<file path="src/rtl/core/i2cram_pkg.sv">
// shared types, sequence constants and unit decode for the i2c register access master
package i2cram_pkg;

    typedef enum logic [1:0] {
        ACT_TICK  = 2'd0,
        ACT_WRITE = 2'd1,
        ACT_READ  = 2'd2,
        ACT_WORD  = 2'd3
    } action_t;

    typedef enum logic [2:0] {
        K_NONE,
        K_START,
        K_WADDR,
        K_WREG,
        K_WDATA,
        K_WADDR_RD,
        K_RBYTE,
        K_STOP
    } kind_t;

    localparam logic [4:0] STEP_IDLE  = 5'd0;
    localparam logic [4:0] PROG_WRITE = 5'd1;
    localparam logic [4:0] PROG_READ  = 5'd6;
    localparam logic [4:0] PROG_WORD  = 5'd13;
    localparam logic [4:0] STOP_WRITE = 5'd5;
    localparam logic [4:0] STOP_READ  = 5'd12;
    localparam logic [4:0] STOP_WORD  = 5'd19;

    localparam logic [7:0] TARGET_ADDR_RESET = 8'd208;
    localparam logic [7:0] READ_BIT          = 8'h01;

    typedef struct packed {
        logic       sda_in;
        logic [7:0] write_data;
        logic [7:0] reg_addr;
        action_t    action;
    } req_t;

    typedef struct packed {
        logic [15:0] read_data;
        logic        nack;
        logic        done_res;
        logic        busy_res;
        logic        sda_out;
        logic        scl;
    } res_t;

    function automatic kind_t unit_kind(input logic [4:0] step);
        kind_t k;
        begin
            unique case (step)
                5'd1, 5'd6, 5'd9, 5'd13, 5'd16: k = K_START;
                5'd2, 5'd7, 5'd14:              k = K_WADDR;
                5'd3, 5'd8, 5'd15:              k = K_WREG;
                5'd4:                           k = K_WDATA;
                5'd10, 5'd17:                   k = K_WADDR_RD;
                5'd11, 5'd18:                   k = K_RBYTE;
                5'd5, 5'd12, 5'd19:             k = K_STOP;
                default:                        k = K_NONE;
            endcase
            return k;
        end
    endfunction

    function automatic logic [4:0] stop_of(input logic [4:0] step);
        logic [4:0] s;
        begin
            if (step <= STOP_WRITE) begin
                s = STOP_WRITE;
            end else if (step <= STOP_READ) begin
                s = STOP_READ;
            end else begin
                s = STOP_WORD;
            end
            return s;
        end
    endfunction

endpackage

</file>
<file path="src/rtl/core/i2cram_seq.sv">
// transaction sequencer: bus phase state and line levels for one request per cycle while advance is high
module i2cram_seq (
    input  logic               clk,
    input  logic               rst_n,
    input  logic               cfg_we,
    input  logic [7:0]         cfg_wdata,
    input  logic               advance,
    input  i2cram_pkg::req_t   req,
    output i2cram_pkg::res_t   res
);
    import i2cram_pkg::*;

    logic [4:0]  step_reg,        step_next;
    logic [1:0]  phase_reg,       phase_next;
    logic [3:0]  bit_cnt_reg,     bit_cnt_next;
    logic [7:0]  shift_reg,       shift_next;
    logic [7:0]  held_addr_reg,   held_addr_next;
    logic [7:0]  held_data_reg,   held_data_next;
    logic [15:0] read_result_reg, read_result_next;
    logic        second_half_reg, second_half_next;
    logic        saw_nack_reg,    saw_nack_next;
    logic [7:0]  target_addr_reg;
    kind_t       kind;
    logic [7:0]  tx_byte;
    logic        is_byte;
    logic        is_write;

    always_ff @(posedge clk or negedge rst_n)
    begin
        if (!rst_n)
        begin
            target_addr_reg <= TARGET_ADDR_RESET;
        end
        else if (cfg_we)
        begin
            target_addr_reg <= cfg_wdata;
        end
    end

    always_ff @(posedge clk or negedge rst_n)
    begin
        if (!rst_n)
        begin
            step_reg        <= STEP_IDLE;
            phase_reg       <= 2'd0;
            bit_cnt_reg     <= 4'd0;
            shift_reg       <= 8'd0;
            held_addr_reg   <= 8'd0;
            held_data_reg   <= 8'd0;
            read_result_reg <= 16'd0;
            second_half_reg <= 1'b0;
            saw_nack_reg    <= 1'b0;
        end
        else if (advance)
        begin
            step_reg        <= step_next;
            phase_reg       <= phase_next;
            bit_cnt_reg     <= bit_cnt_next;
            shift_reg       <= shift_next;
            held_addr_reg   <= held_addr_next;
            held_data_reg   <= held_data_next;
            read_result_reg <= read_result_next;
            second_half_reg <= second_half_next;
            saw_nack_reg    <= saw_nack_next;
        end
    end

    always_comb
    begin
        step_next        = step_reg;
        phase_next       = phase_reg;
        bit_cnt_next     = bit_cnt_reg;
        shift_next       = shift_reg;
        held_addr_next   = held_addr_reg;
        held_data_next   = held_data_reg;
        read_result_next = read_result_reg;
        second_half_next = second_half_reg;
        saw_nack_next    = saw_nack_reg;
        res              = '0;
        res.scl          = 1'b1;
        res.sda_out      = 1'b1;
        kind             = K_NONE;
        tx_byte          = target_addr_reg | READ_BIT;
        is_byte          = 1'b0;
        is_write         = 1'b0;

        // new request only from idle
        if (step_reg == STEP_IDLE && req.action != ACT_TICK)
        begin
            unique case (req.action)
                ACT_WRITE: step_next = PROG_WRITE;
                ACT_READ:  step_next = PROG_READ;
                default:   step_next = PROG_WORD;
            endcase
            phase_next       = 2'd0;
            bit_cnt_next     = 4'd0;
            held_addr_next   = req.reg_addr;
            held_data_next   = req.write_data;
            read_result_next = 16'd0;
            second_half_next = 1'b0;
            saw_nack_next    = 1'b0;
        end

        if (step_next != STEP_IDLE)
        begin
            kind         = unit_kind(step_next);
            res.busy_res = 1'b0 | 1'b1;
            is_write     = (kind == K_WADDR) || (kind == K_WREG) || (kind == K_WDATA)
                           || (kind == K_WADDR_RD);
            is_byte      = is_write || (kind == K_RBYTE);
            unique case (kind)
                K_WADDR: tx_byte = target_addr_reg;
                K_WREG:  tx_byte = held_addr_next;
                K_WDATA: tx_byte = held_data_next;
                default: tx_byte = target_addr_reg | READ_BIT;
            endcase

            unique case (kind)
                K_START:
                begin
                    res.scl     = phase_next[0] ^ phase_next[1];
                    res.sda_out = !phase_next[1];
                end
                K_STOP:
                begin
                    res.scl     = (phase_next != 2'd0);
                    res.sda_out = phase_next[1];
                end
                K_RBYTE:
                begin
                    res.scl     = phase_next[0] ^ phase_next[1];
                    res.sda_out = 1'b1;
                    if (!bit_cnt_next[3] && phase_next == 2'd2)
                    begin
                        shift_next = {shift_next[6:0], req.sda_in};
                        if (bit_cnt_next == 4'd7)
                        begin
                            if (step_next >= PROG_WORD && !second_half_next)
                            begin
                                read_result_next = {shift_next, 8'h00};
                            end
                            else if (step_next >= PROG_WORD)
                            begin
                                read_result_next = {read_result_next[15:8], shift_next};
                            end
                            else
                            begin
                                read_result_next = {8'h00, shift_next};
                            end
                        end
                    end
                end
                K_WADDR, K_WREG, K_WDATA, K_WADDR_RD:
                begin
                    res.scl     = phase_next[0] ^ phase_next[1];
                    res.sda_out = bit_cnt_next[3] ? 1'b1 : tx_byte[3'd7 - bit_cnt_next[2:0]];
                    if (bit_cnt_next[3] && phase_next == 2'd2)
                    begin
                        shift_next = {7'd0, req.sda_in};
                    end
                end
                default:
                begin
                    res.scl = 1'b1;
                end
            endcase

            if (phase_next != 2'd3)
            begin
                phase_next = phase_next + 2'd1;
            end
            else
            begin
                phase_next = 2'd0;
                if (is_byte && !bit_cnt_next[3])
                begin
                    bit_cnt_next = bit_cnt_next + 4'd1;
                end
                else
                begin
                    bit_cnt_next = 4'd0;
                    // missing acknowledge jumps to the stop of this program
                    if (is_write && shift_next[0])
                    begin
                        saw_nack_next = 1'b1;
                        step_next     = stop_of(step_next);
                    end
                    else if (kind == K_STOP)
                    begin
                        if (step_next == STOP_WORD && !second_half_next)
                        begin
                            second_half_next = 1'b1;
                            held_addr_next   = held_addr_next + 8'd1;
                            step_next        = PROG_WORD;
                        end
                        else
                        begin
                            res.done_res  = 1'b1;
                            res.nack      = saw_nack_next;
                            res.read_data = read_result_next;
                            step_next     = STEP_IDLE;
                        end
                    end
                    else
                    begin
                        step_next = step_next + 5'd1;
                    end
                end
            end
        end
    end

endmodule

</file>
<file path="src/rtl/core/i2c_register_access_master_unit.sv">
// top level: request input register, phase sequencer and result output register
// path: a request is held in the input register, passes through the sequencer and is held in
// the result register before the result handshake
// throughput: one request per cycle while the result output is not stalled, set by the single-pass sequencer
// reset: asynchronous active low, returns to idle with device address 208 and empty registers
module i2c_register_access_master_unit (
    input  logic        clk,
    input  logic        rst_n,
    input  logic        cfg_we,
    input  logic [7:0]  cfg_wdata,
    input  logic        s_axis_tvalid,
    output logic        s_axis_tready,
    input  logic [23:0] s_axis_tdata,   // reg_addr, write_data, sda_in, zero fill
    input  logic [1:0]  s_axis_tuser,   // action
    output logic        m_axis_tvalid,
    input  logic        m_axis_tready,
    output logic [23:0] m_axis_tdata    // scl, sda_out, busy_res, done_res, nack, read_data, fill
);
    import i2cram_pkg::*;

    logic in_valid_reg,  in_valid_next;
    logic out_valid_reg, out_valid_next;
    req_t in_data_reg;
    res_t out_data_reg;
    res_t seq_res;
    logic advance;

    assign advance        = in_valid_reg && (!out_valid_reg || m_axis_tready);
    assign s_axis_tready  = !in_valid_reg || advance;
    assign in_valid_next  = (s_axis_tvalid && s_axis_tready) ? 1'b1
                          : (advance ? 1'b0 : in_valid_reg);
    assign out_valid_next = advance ? 1'b1 : (m_axis_tready ? 1'b0 : out_valid_reg);

    always_ff @(posedge clk or negedge rst_n)
    begin
        if (!rst_n)
        begin
            in_valid_reg  <= 1'b0;
            out_valid_reg <= 1'b0;
        end
        else
        begin
            in_valid_reg  <= in_valid_next;
            out_valid_reg <= out_valid_next;
        end
    end

    always_ff @(posedge clk)
    begin
        if (s_axis_tvalid && s_axis_tready)
        begin
            in_data_reg.action     <= action_t'(s_axis_tuser);
            in_data_reg.reg_addr   <= s_axis_tdata[7:0];
            in_data_reg.write_data <= s_axis_tdata[15:8];
            in_data_reg.sda_in     <= s_axis_tdata[16];
        end
        if (advance)
        begin
            out_data_reg <= seq_res;
        end
    end

    i2cram_seq u_seq (
        .clk       (clk),
        .rst_n     (rst_n),
        .cfg_we    (cfg_we),
        .cfg_wdata (cfg_wdata),
        .advance   (advance),
        .req       (in_data_reg),
        .res       (seq_res)
    );

    assign m_axis_tvalid = out_valid_reg;
    assign m_axis_tdata  = {3'd0, out_data_reg};

endmodule
</file>
<file path="config.mk">
export PLATFORM = sky130hd
export DESIGN_NAME = i2c_register_access_master_unit
export DESIGN_NICKNAME = d
export VERILOG_FILES = /design/src/rtl/core/i2cram_pkg.sv /design/src/rtl/core/i2cram_seq.sv /design/src/rtl/core/i2c_register_access_master_unit.sv
export SDC_FILE = /design/constraint.sdc
export NUM_CORES = 1
export LEC_CHECK = 0
export ABC_AREA = 0
export ABC_CLOCK_PERIOD_IN_PS = 4600
export BUFFER_PORTS_ARGS = -buffer_cell sky130_fd_sc_hd__buf_2
export CAP_MARGIN = 30
export CORE_UTILIZATION = 60
export CTS_BUF_LIST = sky130_fd_sc_hd__clkbuf_4 sky130_fd_sc_hd__clkbuf_8
export CTS_CLUSTER_DIAMETER = 80
export DETAILED_ROUTE_END_ITERATION = 6
export HOLD_SLACK_MARGIN = 0.02
export PLACE_DENSITY_LB_ADDON = 0.05
export SLEW_MARGIN = 0
export SYNTH_ARGS = -nofsm -noshare
export SYNTH_HDL_FRONTEND = slang
export SYNTH_SLANG_ARGS = --single-unit
</file>
<file path="constraint.sdc">
create_clock -name clk -period 4.6 [get_ports clk]
set_input_delay 0.92 -clock clk [delete_from_list [all_inputs] [get_ports clk]]
set_output_delay 0.92 -clock clk [all_outputs]
set_load 0.01 [all_outputs]
</file>
-- Word-level counts from Yosys, hierarchy flattened
Memories as Yosys holds them, arrays and structs flattened.
Index checks and enable logic that the tools add are counted.
- mux-type cells: 62
- $add $sub $neg: 5
- equal/unequal tests: 16
- $lt $le $gt $ge: 4
- reductions and logical operators: 32
- bitwise gates (word level): 3
- operators with widths (cell ; count):
    $mux W16 ; 7
    $mux W8 ; 9
    $mux W5 ; 8
    $pmux W8 S3 ; 1
    $mux W7 ; 3
    $mux W4 ; 5
    $mux W1 ; 19
    $pmux W7 S2 ; 1
    $eq A3 B3 Y1 const B ; 4
    $reduce_or A6 Y1 ; 2
    $logic_and A1 B1 Y1 ; 9
    $ne A3 B3 Y1 const B ; 3
    $add A8 B1 Y8 const B ; 1
    $pmux W4 S2 ; 1
    $reduce_bool A2 Y1 ; 4
    $eq A3 B2 Y1 const B ; 2
    $logic_or A1 B1 Y1 ; 6
    $mux W2 ; 3
    $mux W3 ; 2
    $add A5 B1 Y5 const B ; 1
    $eq A5 B5 Y1 const B ; 1
    $ge A5 B4 Y1 const B ; 1
    $le A5 B3 Y1 const B ; 1
    $le A5 B4 Y1 const B ; 1
    21 further kinds ; 27
- output and inout port bits: 26
- memories kept: 1
- input port bits: 39
- bits in read-only memories: 96
- bits in registers: 102
- memories (memory ; words ; bits a word ; rd ports ; clocked after Yosys merged registers in ; wr ports ; line ; RTL):
    (no name shown) ; 32 ; 3 ; 1 ; 0 ; 0 ; i2cram_pkg.sv:52 ; unique case (step)

-- Longest topological paths before layout
Gate-level depths: netlist of the first run.
- depth in word-level cells: 14
- depth in mapped cells: 17
- depth with buffers taken out: 16

-- By module
A second synthesis of the first run with hierarchy kept.
- cells, all modules: 518
- area, all modules: 5532.8 um2
- by module, submodules not included (module ; sequential area each (um2) ; area each (um2) ; cells an instance ; instances):
    i2cram_seq ; 1505.2 ; 4201.5 ; 466 ; 1
    i2c_register_access_master_unit ; 1251.2 ; 1331.3 ; 52 ; 1

-- Least setup slack after synthesis of the first run
OpenSTA, ideal clock, no wires.
- kind: register to register
- start: reg in_data_reg[0] in the netlist's numbering
- end: reg u_seq.step_reg[2]
- slack: 865 ps
- library setup time: 180 ps
- stages on the path, launching flop included: 17
- arrival time: 3555 ps
- data required time: 4420 ps
- cell sequence: edfxtp_1 inv_1 ha_1 nor4_4 a31o_2 inv_1 ha_1 o21ai_0 a31oi_1 or4b_1 and2b_4 xnor2_2 nor2_1 o21ai_0 a21boi_1 o21ai_1 a221oi_1
- longest elaborated chain between the ends: 14
- RTL lines (item ; line ; RTL):
    start, declared ; i2c_register_access_master_unit.sv:23 ; req_t in_data_reg;
    $eq A2 B2 Y1 (tied with other cells) ; i2cram_seq.sv:90 ; unique case (req.action)
    $pmux W4 S2 / $logic_and A1 B1 Y1 (equally long branches) ; i2cram_seq.sv:90, i2cram_seq.sv:88 ;
    $mux W5 ; i2cram_seq.sv:88 ; if (step_reg == STEP_IDLE && req.action != ACT_TICK)
    $mem_v2 Z32 W3 ; - ;
    $mux W3 ; i2cram_seq.sv:104 ; if (step_next != STEP_IDLE)
    $eq A3 B3 Y1 (tied with other cells) ; i2cram_seq.sv:109, i2cram_seq.sv:118 ;
    $reduce_or A4 Y1 / $logic_or A1 B1 Y1 (equally long branches) ; i2cram_seq.sv:118, i2cram_seq.sv:108 ;
    $pmux W7 S2 / $logic_or A1 B1 Y1 (equally long branches) ; i2cram_seq.sv:118, i2cram_seq.sv:108 ;
    $mux W7 / $logic_or A1 B1 Y1 (equally long branches) ; i2cram_seq.sv:104, i2cram_seq.sv:109 ;
    $logic_and A1 B1 Y1 / $logic_or A1 B1 Y1 (equally long branches) ; i2cram_seq.sv:183, i2cram_seq.sv:110 ;
    $mux W5 / $logic_and A1 B1 Y1 (equally long branches) ; i2cram_seq.sv:183, i2cram_seq.sv:175 ;
    $mux W5 ; i2cram_seq.sv:175 ; if (is_byte && !bit_cnt_next[3])
    $mux W5 ; i2cram_seq.sv:168 ; if (phase_next != 2'd3)
    $mux W5 * ; i2cram_seq.sv:104 ;
    end signal, assigned ; i2cram_seq.sv:56 ; step_reg <= step_next;
    end, declared ; i2cram_seq.sv:13 ; logic [4:0] step_reg, step_next;
Mark *: on every way between the ends. The rest lies on a longest branch, timed or not. The select of a mux whose other input is x is not followed.
A chain may end at the register's enable or synchronous reset.

-- Worst setup path in the final report of the first run
- start: reg in_data_reg[0] in the netlist's numbering
- end: reg out_data_reg (netlist bit m_axis_tdata[4]), data pin
- longest elaborated chain between the ends: 12
- RTL lines (item ; line ; RTL):
    parallel branches: the longest is 12 deep, another holds $mem_v2 Z32 W3 ; - ;
    end signal, assigned ; i2c_register_access_master_unit.sv:59 ; out_data_reg <= seq_res;
    end, declared ; i2c_register_access_master_unit.sv:24 ; res_t out_data_reg;
Parallel ways; which one is timed is not known. The select of a mux whose other input is x is not followed.

==> metrics.yaml, run 1 <==
dp.cells: 678
synthTopCellsByArea: "dfrtp_1, edfxtp_1, nand2_1"
viasPerCell: 6.17
gp_congestion: 0.881
netlist_instances: 518
slew_headroom: 0.388
grt_usage: 0.262
tns_ns: 0
synth_edf_count: 40
holdBufCountCts: 0
portBuffers: 54
path_max_fanout: 17
route.vias.total: 4283
crit_type: "flop to flop"
cp-end-kind: "flop"
rows: 34
drc_errors: 0
drtIter0Drc: 303
peakVddDrop_v: 0.000291
grt_pass1_wl_um: 19600
synth_top_area_cell: "dfrtp_1"
final_cells: 694
synthFlopType: "dfrtp_1"
htree_levels: 3
hold_viol_final: 0
setup_violations: 0
fp.dieW_um: 97.2
grt_start_max_net_pins: 33
critPathArrivalTime_ns: 4.44
cts_resized: 0
area_growth_pct: 11.9
fin_total_pwr_mw: 3.57
crit_required_ns: 4.85
wl_um: 11800
yosysSeqAreaShare: 0.507
drive_gt1_frac: 0.227
yosys.cell_count.top_type: "dfrtp_1"
coreArea_um2: 8760
syn_avg_cell_area_um2: 10.5
tightest_slew_ns: 0.918
min_period_over_period: 0.910
clk_pin_slew_ns: 0.11
dpl.hpwl_um: 8660
grt_setup_unrepaired: "false"
worstHoldPathType: "flop to flop"
p_leak_nw: 2.55
cp-start-kind: "flop"
synth.cell_area_um2: 5440
die_h_um: 97.2
start_util: 0.620
antenna_cells: 0
finClkSkew_ns: 0.0146
cp_cell_sequence: "inv_1 > ha_1 > nor4_4 > a31o_2 > buf_4 > ha_1 > o21ai_0 > a311oi_1 > o221ai_1 > nand2_1 > buf_4 > or3_1 > or3_1 > inv_2 > and3_1"
status: "finished clean"
fp.dieArea_um2: 9450
ios: 65
final_max_slew_viol_count: 0
yosysWarnings: 0
cts_root_buffer: "clkbuf_8"
yosys.area.top_type_share: 0.272
fin_nets: 633
drt-pass1-iter-count: 5
largest_reg_flops: 21
antenna_found_initial: 0
ys_ff_latch: 102
drtAntennaViolNets: 0
clock-sinks: 102
clk_latency_ns: 0.38
p_per_area_nw_per_um2: 587
drv_cap: 0
clockBufferDepth: 2
finalCriticalPeriod_ns: 4.18
numCtsBuffers: 9
cts_tree: "yes"
fmax_ghz: 0.239
grt_overflow: 0
yosys-top-cells-count: "dfrtp_1, nand2_1, edfxtp_1"
async_flop_share: 0.608
max_stage_delay_ns: 0.66
cts_setup_buffers: 0
post_drt_wl_per_cell_um: 17.0
first_global_vias: 4017
critical_path.slowest_cell: "or3_1"
yosysUniqueCellTypes: 74
fill_cells: 705
[report_power, final]
| part | switching [mW] | internal [mW] | total (mW) | leakage, nW |
|---|---|---|---|---|
| Sequential | 0.141 | 1.12 | 1.26 | 1.16 |
| Combinational | 1.07 | 0.690 | 1.76 | 1.29 |
| Clock | 0.336 | 0.209 | 0.545 | 0.0934 |
[per-layer routing]
metal / vias up / part of all wire / GRT usage / routed length (um)
met2: 173 / 0.48 / 0.417 / 5620
met5: - / 0 / 0 / 0
met3: 23 / 0.066 / 0.0604 / 773
met1: 2065 / 0.44 / 0.362 / 5200
li1: 2022 / - / - / -
met4: 0 / 0.017 / 0.0746 / 206
[worst max-delay path: cells and delay by family (launching register included)]
| kind | cells | cell delay, ns |
|---|---|---|
| AND/OR/NAND/NOR | 5 | 1.58 |
| AO/OA/AOI/OAI | 4 | 0.89 |
| adder cells (fa/ha/maj) | 2 | 0.59 |
| flip-flops | 1 | 0.41 |
| buffers and inverters | 4 | 0.60 |
[cells by family (layout without fill, tap and decap cells)]
group | count (synthesis) | count (layout) | synth area share
flops | 102 | 102 | 0.507
buf+inv | 52 | 118 | 0.0410
compound gates | 139 | 139 | 0.183
mux | 20 | 20 | 0.0400
simple gates | 180 | 180 | 0.179
xor+xnor | 11 | 11 | 0.0191
other cells | 1 | 3 | 0.000690
fa+ha+maj | 13 | 13 | 0.0299
[per-stage QoR]
stage / hold WS, ns / cell area [um2] / util / setup WS, ns
2_1_floorplan: 0.448 / 5440 / - / 0.865
3_3_place_gp: 0.459 / 5890 / 0.672 / 0.519
3_5_place_dp: 0.472 / 5890 / 0.672 / 0.424
4_1_cts: 0.490 / 6080 / 0.694 / 0.419
5_1_grt: 0.512 / 6080 / 0.694 / 0.0759
6_report: 0.481 / 6080 / 0.694 / 0.416
[worst paths after layout]
check / to / from / depth (start not counted) / slack [ns]
setup / recovery: m_axis_tdata[4] / in_data_reg[0] / 15 / 0.42
hold / removal: u_seq.held_data_reg[3] / in_data_reg[13] / 1 / 0.48
setup reg to reg: m_axis_tdata[4] / in_data_reg[0] / 15 / 0.42
hold reg to reg: u_seq.held_data_reg[3] / in_data_reg[13] / 1 / 0.48
max in group asynchronous: u_seq.bit_cnt_reg[1] / rst_n / 2 / 3.14
min in group asynchronous: u_seq.held_addr_reg[0] / rst_n / 1 / 0.57
[layout make-up]
class | instances | area (um2) | share of cell area
sequential | 102 | 2760 | 0.453
multi-input combinational | 366 | 2460 | 0.405
timing repair buffer | 76 | 435 | 0.0716
tap | 108 | 135 | 0.0222
clock buffer | 9 | 124 | 0.0204
inverter | 26 | 97.6 | 0.0160
clock inverter | 7 | 70.1 | 0.0115
[placed cells by master, fill, tap and decap left out, drive strengths merged, types with 3 or more instances in the layout]
cell | Yosys | layout
a211oi | 3 | 3
a21oi | 21 | 21
a221oi | 3 | 3
a22o | 18 | 18
a22oi | 19 | 19
a311oi | 4 | 4
a31oi | 3 | 3
a32o | 3 | 3
and2 | 8 | 8
and3 | 8 | 8
buf | 13 | 76
clkbuf | 13 | 9
clkinv | 0 | 4
conb | 1 | 3
dfrtp | 59 | 59
dfstp | 3 | 3
edfxtp | 40 | 40
ha | 13 | 13
inv | 26 | 28
mux2 | 14 | 14
mux2i | 6 | 6
nand2 | 51 | 51
nand2b | 14 | 14
nand3 | 20 | 20
nand3b | 4 | 4
nor2 | 40 | 40
nor2b | 4 | 4
nor3 | 17 | 17
o21ai | 38 | 38
o31ai | 4 | 4
or3 | 4 | 4
xnor2 | 9 | 9
Power figures use the tool's default switching activity.
==> inputs of run 2 (changes only) <==
--- a/config.mk
+++ b/config.mk
@@ -14,7 +14,7 @@
 export CTS_CLUSTER_DIAMETER = 80
 export DETAILED_ROUTE_END_ITERATION = 6
 export HOLD_SLACK_MARGIN = 0.02
-export PLACE_DENSITY_LB_ADDON = 0.05
+export PLACE_DENSITY = 0.85
 export SLEW_MARGIN = 0
 export SYNTH_ARGS = -nofsm -noshare
 export SYNTH_HDL_FRONTEND = slang
==> metrics.yaml, run 2 (same netlist as run 1, synthesis figures left out) <==
cts_resized: 0
startpoint: "in_data_reg[0]"
peakVddDrop_v: 0.000358
cp_cell_sequence: "inv_1 > ha_1 > nor4_4 > a31o_2 > inv_1 > ha_1 > o21ai_0 > a31oi_1 > or4b_1 > nand2b_2 > and3_1 > a221oi_1 > a21oi_1 > nand3_1 > or3_1 > a31oi_1"
crit_required_ns: 4.80
p_leak_nw: 2.53
die_h_um: 97.2
fin_nets: 628
wl_um: 12300
path_max_fanout: 10
finish.instance_area_um2: 6040
cp-start-kind: "flop"
fill_cells: 645
drv_cap: 0
clk_latency_ns: 0.37
layout_common_cells: "dfrtp_1, buf_2, nand2_1"
numCtsBuffers: 9
clock-sinks: 102
p_per_area_nw_per_um2: 591
area_growth_pct: 11.1
drtAntennaViolNets: 0
drc_errors: 0
cts_tree: "yes"
rr_startpoint: "in_data_reg[0]"
critical_path.slowest_cell: "or4b_1"
crit_family: "simple AND/OR/NAND/NOR gates"
grt_overflow: 0
drive_gt1_frac: 0.220
multi_input_area_um2: 2460
dpl.hpwl_um: 8740
antenna_found_initial: 0
min_period_over_period: 0.948
grt_setup_unrepaired: "false"
tightest_slew_ns: 0.871
fmax_ghz: 0.229
portBuffers: 54
antenna_cells: 0
finClkSkew_ns: 0.0173
htree_levels: 3
ios: 65
first_global_vias: 4222
tns_ns: 0
grt_start_max_net_pins: 39
rrSetupSlack_ns: 0.24
drtIter0Drc: 381
largest_reg_flops: 21
viasPerCell: 6.31
hold_viol_final: 0
seq_area_um2: 2760
final_common_cell: "dfrtp_1"
start_util: 0.620
placed_area_um2: 5850
dp.cells: 673
crit_type: "flop to flop"
cts_root_buffer: "clkbuf_8"
hp-start: "u_seq.held_addr_reg[1]"
setup_violations: 0
cp_num_buf_inv: 2
clockBufferDepth: 2
rows: 34
fp.dieW_um: 97.2
final_cells: 689
coreArea_um2: 8760
status: "finished clean"
cts_setup_buffers: 0
critPathArrivalTime_ns: 4.56
clk_pin_slew_ns: 0.10
holdBufCountCts: 0
worstHoldPathType: "flop to flop"
cp-end-kind: "flop"
final_max_slew_viol_count: 0
gp_congestion: 0.914
finalCriticalPeriod_ns: 4.36
slew_headroom: 0.420
fp.dieArea_um2: 9450
grt_pass1_wl_um: 20500
grt_usage: 0.269
route.vias.total: 4345
post_drt_wl_per_cell_um: 17.8
max_stage_delay_ns: 0.58
drt-pass1-iter-count: 6
[run 2: cell types whose count changed in the layout (fill, tap and decap cells not counted)]
| cell | previous run | this run |
|---|---|---|
| buf_4 | 22 | 17 |
| inv_8 | 0 | 2 |
| inv_6 | 2 | 1 |
| clkinvlp_4 | 1 | 0 |
| clkinv_8 | 2 | 1 |
| clkinv_2 | 0 | 1 |
[run 2: power breakdown]
part | internal, mW | switching, mW
logic | 0.679 | 1.08
registers | 1.12 | 0.146
clock network | 0.209 | 0.329
total | 2.01 | 1.56
[run 2: per-stage QoR]
step                      total power [mW]  hold slack (ns)  utilization  worst slack [ns]
after floorplan                       2.50            0.448            -             0.865
after global placement                2.94            0.458        0.668             0.464
after detailed placement              2.99            0.466        0.668             0.378
after CTS                             3.54            0.489        0.689             0.320
after global routing                  3.80            0.503        0.689            0.0206
final                                 3.57            0.487        0.689             0.241
[run 2: worst register-to-register path, delay by kind of cell (launching register included)]
family                   cells  cell delay, ns
flip-flops                   1            0.38
adder cells (fa/ha/maj)      2            0.62
AND/OR/NAND/NOR              6            1.93
buffers and inverters        2            0.18
AO/OA/AOI/OAI                6            1.09
[run 2: metal layers]
layer  share of wire  global-route usage  vias up
met5               0                   0        -
met4           0.023              0.0896        0
met3           0.056              0.0388       32
met2            0.50               0.456      214
met1            0.43               0.357     2100
li1                -                   -     1999
[run 2: layout make-up]
class,count,share of cell area
Tap cell,108,0.0224
Clock inverter,7,0.0108
Multi-Input combinational cell,366,0.408
Timing Repair Buffer,71,0.0659
Sequential cell,102,0.456
Clock buffer,9,0.0205
Inverter,26,0.0162
[run 2: worst paths after layout]
| kind | end | depth (start not counted) |
|---|---|---|
| max | m_axis_tdata[1] | 16 |
| min | u_seq.held_addr_reg[1] | 2 |
| max reg2reg | m_axis_tdata[1] | 16 |
| min reg2reg | u_seq.held_addr_reg[1] | 2 |
| max in group asynchronous | u_seq.target_addr_reg[7] | 2 |
| min in group asynchronous | u_seq.read_result_reg[5] | 1 |
